[config.mk]
export PLATFORM = sky130hd
export DESIGN_NAME = stsr_ctrl
export DESIGN_NICKNAME = d
export VERILOG_FILES = /design/src/design/stsr_pkg.sv /design/src/design/stsr_ctrl.sv
export SDC_FILE = /design/constraint.sdc
export NUM_CORES = 1
export LEC_CHECK = 0
export ABC_AREA = 1
export BUFFER_PORTS_ARGS = -buffer_cell sky130_fd_sc_hd__buf_4
export CAP_MARGIN = 20
export CORE_MARGIN = 10
export CORE_UTILIZATION = 48
export CTS_BUF_LIST = sky130_fd_sc_hd__clkbuf_4
export DETAILED_ROUTE_END_ITERATION = 10
export PLACE_DENSITY = 0.85
export SLEW_MARGIN = 10
export SYNTH_ARGS = -nofsm -noshare
export SYNTH_HDL_FRONTEND = slang
export SYNTH_SLANG_ARGS = --single-unit
[constraint.sdc]
create_clock -name i_clk -period 1.4 [get_ports i_clk]
set_input_delay 0.28 -clock i_clk [delete_from_list [all_inputs] [get_ports i_clk]]
set_output_delay 0.28 -clock i_clk [all_outputs]
set_load 0.01 [all_outputs]
[src/design/stsr_pkg.sv]
// stsr_pkg: shared constants, types and helpers of the stencil RHS block.
// Used by stsr_ctrl, stsr_dp and shock_transport_stencil_rhs_top.
package stsr_pkg;

    localparam int SPACE_CELLS = 256;
    localparam int MOM_CELLS   = 32;
    localparam int X_W         = $clog2(SPACE_CELLS);
    localparam int P_W         = $clog2(MOM_CELLS);
    localparam int ADDR_W      = $clog2(2 * MOM_CELLS);
    localparam int CMP_W       = (X_W > 8) ? X_W : 8;
    localparam int ACC_W       = 56;
    localparam int FL_W        = 48;
    localparam int DIV_W       = 52;
    // divide-by-3 pipe: split/high multiply, then low reciprocal multiply
    localparam int DIV_STEPS   = 2;
    localparam int STEP_W      = 4;

    localparam logic [2:0] REG_SHOCK_INDEX   = 3'd0;
    localparam logic [2:0] REG_SOURCE_X      = 3'd1;
    localparam logic [2:0] REG_SOURCE_STR    = 3'd2;
    localparam logic [2:0] REG_DIFF_GAIN     = 3'd3;
    localparam logic [2:0] REG_ADV_UP        = 3'd4;
    localparam logic [2:0] REG_ADV_DOWN      = 3'd5;
    localparam logic [2:0] REG_SHOCK_DIV     = 3'd6;
    localparam logic [2:0] REG_MOM_GAIN      = 3'd7;

    // multiply / accumulate operations, issued in this order
    typedef enum logic [3:0] {
        OP_DC  = 4'd0,
        OP_DXM = 4'd1,
        OP_DXP = 4'd2,
        OP_VXM = 4'd3,
        OP_VXP = 4'd4,
        OP_SC  = 4'd5,
        OP_GPP = 4'd6,
        OP_GPM = 4'd7,
        OP_SM  = 4'd8
    } t_op;

    typedef enum logic [1:0] {
        RD_C  = 2'd0,
        RD_XM = 2'd1,
        RD_PM = 2'd2,
        RD_PP = 2'd3
    } t_rd;

    typedef struct packed {
        logic accept;
        logic rd_en;
        t_rd  rd_sel;
        logic cap_en;
        t_rd  cap_sel;
        logic wr_en;
        logic init;
        logic mul_en;
        t_op  mul_op;
        logic acc_en;
        t_op  acc_op;
        logic div_load;
        logic div_step;
        logic div_fin;
        logic load_a;
        logic load_b;
    } t_cmd;

    typedef struct packed {
        logic has_a;
        logic has_b;
        logic edge_a;
        logic out_free;
    } t_status;

    function automatic logic [ADDR_W-1:0] slot(input logic x0, input logic [P_W-1:0] p);
        logic [ADDR_W-1:0] base;
        base = x0 ? ADDR_W'(MOM_CELLS) : '0;
        return base + ADDR_W'(p);
    endfunction

    function automatic logic [32:0] sat32(input logic signed [ACC_W-1:0] a);
        logic [32:0] r;
        if (a > ACC_W'(64'sh7FFF_FFFF)) begin
            r = {1'b1, 32'h7FFF_FFFF};
        end else if (a < -ACC_W'(64'sh8000_0000)) begin
            r = {1'b1, 32'h8000_0000};
        end else begin
            r = {1'b0, a[31:0]};
        end
        return r;
    endfunction

endpackage

[src/design/stsr_ctrl.sv]
// stsr_ctrl: sequencer of the stencil RHS block (read, multiply, divide, emit).
// Depends on stsr_pkg; drives stsr_dp through t_cmd, reads t_status.
module stsr_ctrl (
    input  logic             i_clk,
    input  logic             i_rst_n,
    input  logic             i_in_valid,
    output logic             o_in_ready,
    input  stsr_pkg::t_status i_status,
    output stsr_pkg::t_cmd    o_cmd
);

    typedef enum logic [6:0] {
        S_IDLE  = 7'b0000001,
        S_READ  = 7'b0000010,
        S_MUL   = 7'b0000100,
        S_DIV   = 7'b0001000,
        S_FIN   = 7'b0010000,
        S_OUT_A = 7'b0100000,
        S_OUT_B = 7'b1000000
    } t_state;

    t_state r_state, n_state;
    logic [stsr_pkg::STEP_W-1:0] r_step, n_step;

    always_ff @(posedge i_clk) begin
        if (!i_rst_n) begin
            r_state <= S_IDLE;
            r_step  <= '0;
        end else begin
            r_state <= n_state;
            r_step  <= n_step;
        end
    end

    assign o_in_ready = (r_state == S_IDLE);

    always_comb begin
        n_state = r_state;
        n_step  = r_step;
        o_cmd   = '0;
        case (r_state)
            S_IDLE: begin
                if (i_in_valid) begin
                    o_cmd.accept = 1'b1;
                    n_state      = S_READ;
                    n_step       = '0;
                end
            end
            S_READ: begin
                // step 0..3 issue reads, 1..4 capture the registered data
                o_cmd.rd_en   = (r_step < 4'd4);
                o_cmd.rd_sel  = stsr_pkg::t_rd'(r_step[1:0]);
                o_cmd.cap_en  = (r_step != 4'd0);
                o_cmd.cap_sel = stsr_pkg::t_rd'(r_step[1:0] - 2'd1);
                if (r_step == 4'd4) begin
                    o_cmd.wr_en = 1'b1;
                    n_step      = '0;
                    if (!i_status.has_a) begin
                        n_state = i_status.has_b ? S_OUT_B : S_IDLE;
                    end else if (i_status.edge_a) begin
                        n_state = S_OUT_A;
                    end else begin
                        n_state = S_MUL;
                    end
                end else begin
                    n_step = r_step + 4'd1;
                end
            end
            S_MUL: begin
                o_cmd.init   = (r_step == 4'd0);
                o_cmd.mul_en = (r_step <= 4'd7) || (r_step == 4'd9);
                o_cmd.mul_op = (r_step == 4'd9) ? stsr_pkg::OP_SM : stsr_pkg::t_op'(r_step);
                o_cmd.acc_en = (r_step >= 4'd1) && (r_step <= 4'd8);
                o_cmd.acc_op = stsr_pkg::t_op'(r_step - 4'd1);
                if (r_step == 4'd10) begin
                    o_cmd.div_load = 1'b1;
                    n_state        = S_DIV;
                    n_step         = '0;
                end else begin
                    n_step = r_step + 4'd1;
                end
            end
            S_DIV: begin
                o_cmd.div_step = 1'b1;
                if (r_step == 4'(stsr_pkg::DIV_STEPS - 1)) begin
                    n_state = S_FIN;
                    n_step  = '0;
                end else begin
                    n_step = r_step + 4'd1;
                end
            end
            S_FIN: begin
                o_cmd.div_fin = 1'b1;
                n_state       = S_OUT_A;
            end
            S_OUT_A: begin
                if (i_status.out_free) begin
                    o_cmd.load_a = 1'b1;
                    n_state      = i_status.has_b ? S_OUT_B : S_IDLE;
                end
            end
            S_OUT_B: begin
                if (i_status.out_free) begin
                    o_cmd.load_b = 1'b1;
                    n_state      = S_IDLE;
                end
            end
            default: begin
                n_state = S_IDLE;
                n_step  = '0;
            end
        endcase
    end

    a_onehot: assert property (@(posedge i_clk) disable iff (!i_rst_n) $onehot(r_state))
        else $error("controller state not one-hot");
    a_accept_read: assert property (@(posedge i_clk) disable iff (!i_rst_n)
        (o_in_ready && i_in_valid) |=> (r_state == S_READ))
        else $error("accepted word did not start a read pass");
    a_div_bound: assert property (@(posedge i_clk) disable iff (!i_rst_n)
        (r_state == S_DIV) |-> (r_step < 4'(stsr_pkg::DIV_STEPS)))
        else $error("divider step count out of range");
    a_fin_follows: assert property (@(posedge i_clk) disable iff (!i_rst_n)
        (r_state == S_FIN) |-> ($past(r_state) == S_DIV))
        else $error("final accumulate without divide");

endmodule

==> impl_metrics.env, run 1 <==
export IMPL_error_line="[ERROR DPL-0038] Utilization greater than 100%, impossible to legalize"
export IMPL_synth_simple_area_share=0.560
export IMPL_ys_seq_area_frac=0.203
export IMPL_synth_area_leaders="dfxtp_1, nor2_1, nand2_1"
export IMPL_synth_edf_count=0
export IMPL_ys_warn_count=0
export IMPL_crit_endpoint="o_cmd[9]"
export IMPL_start_util=0.496
export IMPL_cts_root_buf="clkbuf_4"
export IMPL_synth_compound_area_frac=0.0749
export IMPL_synth_flop_cell="dfxtp_1"
export IMPL_clock_sinks=11
export IMPL_ys_types=28
export IMPL_cts_buffer_depth=2
export IMPL_hpwl_um=2780
export IMPL_syn_cell_area_um2=1090
export IMPL_synth_top_family_by_area="simple AND/OR/NAND/NOR gates"
export IMPL_gp_congestion=0.971
export IMPL_syn_nets=188
export IMPL_row_count=17
export IMPL_muxShareOfSynthArea=0
export IMPL_port_buffers=31
export IMPL_die_w_um=67.6
export IMPL_synth_xor_area_share=0.00806
export IMPL_synthDominantCellAreaShare=0.203
export IMPL_synth_top_area_cell="dfxtp_1"
export IMPL_endpoint_type="top-level output"
export IMPL_ys_ff_latch=11
export IMPL_outcome="stopped before the end"
export IMPL_die_h_um=67.6
export IMPL_ios=32
export IMPL_ys_async_sr_fraction=0
export IMPL_grt_max_degree=9
export IMPL_synthAdderAreaFrac=0.0461
export IMPL_synthCells=177
export IMPL_cts_buffers=3
export IMPL_avgSynthCellArea_um2=6.14
export IMPL_stop_stage="5_1_grt"
export IMPL_h_tree_depth=1
export IMPL_placed_area_um2=1590
## kinds of logic after synthesis
family	count (synthesis)
and+or+nand+nor	120
xor gates and xnor gates	1
DFF	11
adders and majority gates	4
AOI/OAI and AO/OA	12
buffers and inverters	29
## cells in the mapped netlist, types with 3 or more instances
library cell  number
nor2_1            38
nand2_1           34
inv_1             20
nand3_1           14
dfxtp_1           11
nand2_2            8
inv_2              7
nand3_2            7
a21oi_1            6
nor3_1             5
ha_1               4
nor2_4             4
nor2_2             3
## repair_timing
action	4_1_cts
cloned	1
gates resized for setup	65
setup buffers	10
hold buffers	0
pin swaps	19
endpoints found under the setup margin	32
## per-stage QoR
step,TNS (ps),hold slack [ps],cells,worst slack [ps]
global placement,-55.2,558,265,-25.3
detailed placement,-415,559,265,-72.5
CTS,-5680,256,280,-273
floorplan,-264,400,177,-71.3
==> inputs of run 2 (changes only) <==
Settings changed: CORE_AREA from default to 10 10 71 73, CORE_MARGIN 10 to default, CORE_UTILIZATION 48 to default, CTS_BUF_LIST sky130_fd_sc_hd__clkbuf_4 to default, DIE_AREA from default to 0 0 81 83, PLACE_DENSITY 0.85 to default, PLACE_DENSITY_LB_ADDON from default to 0.15.
Clock period 1.4 ns to 1.8 ns, I/O delays scaled along.
==> impl_metrics.env, run 2 <==
export IMPL_avgSynthCellArea_um2=6.14
export IMPL_power_per_cell_area_nw_per_um2=1090
export IMPL_syn_nets=188
export IMPL_antenna_left=0
export IMPL_critPathMaxFanout=4
export IMPL_hold_viol=0
export IMPL_p_seq_frac=0.212
export IMPL_h_tree_depth=1
export IMPL_die_h_um=83
export IMPL_synthCells=177
export IMPL_detail_route_wl_per_cell_um=12.5
export IMPL_insertion_delay_ps=240
export IMPL_antenna_found_initial=0
export IMPL_synth_most_common_cell="nor2_1"
export IMPL_clock_sinks=11
export IMPL_row_count=22
export IMPL_synth_area_leaders="dfxtp_1, nor2_1, nand2_1"
export IMPL_cts_tree="yes"
export IMPL_ir_drop_v=0.000535
export IMPL_nets=235
export IMPL_core_area_um2=3630
export IMPL_start_util=0.299
export IMPL_synthToLayoutAreaGrowth_pct=49.8
export IMPL_critPathKind="reg -> out"
export IMPL_viasPerCell=4.58
export IMPL_gp_congestion=0.775
export IMPL_crit_required_ps=1440
export IMPL_path_clk_slew_ps=50
export IMPL_p_leak_nw=0.810
export IMPL_port_buffers=31
export IMPL_die_area_um2=6720
export IMPL_p_sw_frac=0.491
export IMPL_synth_top_area_cell="dfxtp_1"
export IMPL_seqCellArea_um2=230
export IMPL_clockPowerShare=0.146
export IMPL_p_switching_mw=0.873
export IMPL_rsz0062_at_grt="true"
export IMPL_largest_reg_flops=7
export IMPL_slew_violations=0
export IMPL_drt_iter0_markers=34
export IMPL_fin_tns_setup_ps=0
export IMPL_reg_top3="r_state x7, r_step x4"
export IMPL_mostFrequentLayoutCell="buf_4"
export IMPL_maxCapViolCount=0
export IMPL_diodes=0
export IMPL_grt_pass1_wl_um=5700
export IMPL_relSlewSlack=0.782
export IMPL_cts_buffers=3
export IMPL_final_cells=271
export IMPL_multiInputGateArea_um2=850
export IMPL_min_path_type="in -> reg"
export IMPL_ys_seq_area_frac=0.203
export IMPL_ys_types=28
export IMPL_ios=32
export IMPL_firstDrtPassIters=4
export IMPL_die_w_um=81
export IMPL_hpwl_um=2750
export IMPL_vias=1242
export IMPL_grtUsageTotal=0.103
export IMPL_largest_register="r_state"
export IMPL_ys_async_sr_fraction=0
export IMPL_wl_um=3390
export IMPL_cts_root_buf="clkbuf_8"
export IMPL_cts_buffer_depth=2
export IMPL_outcome="completed"
export IMPL_drc=0
export IMPL_drive_gt1_frac=0.511
export IMPL_setup_viol=0
export IMPL_synthDominantCellAreaShare=0.203
export IMPL_comb_power_share=0.642
export IMPL_tightest_slew_ps=325
export IMPL_ys_ff_latch=11
export IMPL_synth_top_cells_by_count="nor2_1, nand2_1, inv_1"
export IMPL_crit_arrival_ps=1400
export IMPL_grt_max_degree=11
export IMPL_dp_cells=262
export IMPL_hold_slack_ps=396
export IMPL_syn_cell_area_um2=1090
export IMPL_synth_flop_cell="dfxtp_1"
export IMPL_grt_ovfl_total=0
export IMPL_fin_skew_ps=1.37
export IMPL_fin_crit_ps=1760
export IMPL_ctsHoldBuffers=0
export IMPL_internal_power_mw=0.906
export IMPL_endpoint_kind="output pin"
export IMPL_crit_path_start_kind="flip-flop"
export IMPL_final_cell_mix="buf_4, nand2_1, nor2_1"
export IMPL_ys_warn_count=0
export IMPL_first_global_vias=1203
export IMPL_fillers=391
export IMPL_synth_edf_count=0
export IMPL_fin_crit_sh=0.977
export IMPL_max_clock_freq_mhz=569
run 2: cell counts after synthesis:
Identical to the previous run, type by type.
run 2: area by class of cell:
type                       count  share of cell area
sequential                    11               0.142
inverter                      27              0.0638
multi-input combinational    137               0.522
tap                           48              0.0369
timing repair buffer          44               0.208
clock buffer                   4              0.0277
run 2: critical path, stage by stage, from the launching register on:
cell	delay, ps
dfxtp_1	310
inv_2	90
ha_2	210
nand2_1	100
a221oi_2	280
buf_4	160
run 2: what timing repair did:
action | CTS | global route
buffers inserted | 2 | 3
pin swaps | 2 | 3
endpoints found under the hold margin | 0 | 0
gates resized for setup | 12 | 29
setup endpoints to repair | 12 | 19
run 2: cells by family (layout without fill, tap and decap cells):
| family | Yosys count | in the layout | synth area share |
|---|---|---|---|
| and+or+nand+nor | 120 | 120 | 0.560 |
| buffers and inverters | 29 | 75 | 0.108 |
| AOI/OAI and AO/OA | 12 | 12 | 0.0749 |
| DFF | 11 | 11 | 0.203 |
| adders and majority gates | 4 | 4 | 0.0461 |
| xor gates and xnor gates | 1 | 1 | 0.00807 |
run 2: metal layers:
| layer | up-vias | track usage | share of wire |
|---|---|---|---|
| met1 | 562 | 0.135 | 0.48 |
| met3 | 4 | 0.0302 | 0.032 |
| li1 | 656 | - | - |
| met4 | 0 | 0.0219 | 0.0056 |
| met2 | 20 | 0.159 | 0.48 |
| met5 | - | 0 | 0 |
run 2: power by group through the flow:
stage               clock network (mW)  logic [mW]  registers [mW]
finish                           0.259        1.14           0.378
CTS                              0.264        1.07           0.361
global route                     0.278        1.27           0.388
global placement                     0        1.03           0.360
detailed placement                   0        1.01           0.362
floorplan                            0       0.733           0.353
run 2: stage by stage:
stage,worst slack [ps],instance area (um2),power (mW),util
2_1_floorplan,120,1090,1.09,-
3_3_place_gp,166,1420,1.39,0.392
3_5_place_dp,150,1420,1.37,0.392
4_1_cts,0.493,1520,1.70,0.417
5_1_grt,-44.7,1630,1.94,0.448
6_report,42.1,1630,1.78,0.448
run 2: worst paths after layout:
check	start	endpoint	slack (ps)	cells after the start
setup / recovery	r_step[1]	o_cmd[9]	40	5
hold / removal	i_rst_n	r_state[5]	400	3
setup reg to reg	r_step[0]	r_state[4]	190	10
hold reg to reg	r_state[2]	r_state[2]	510	2
(Power assumes the default switching activity.)
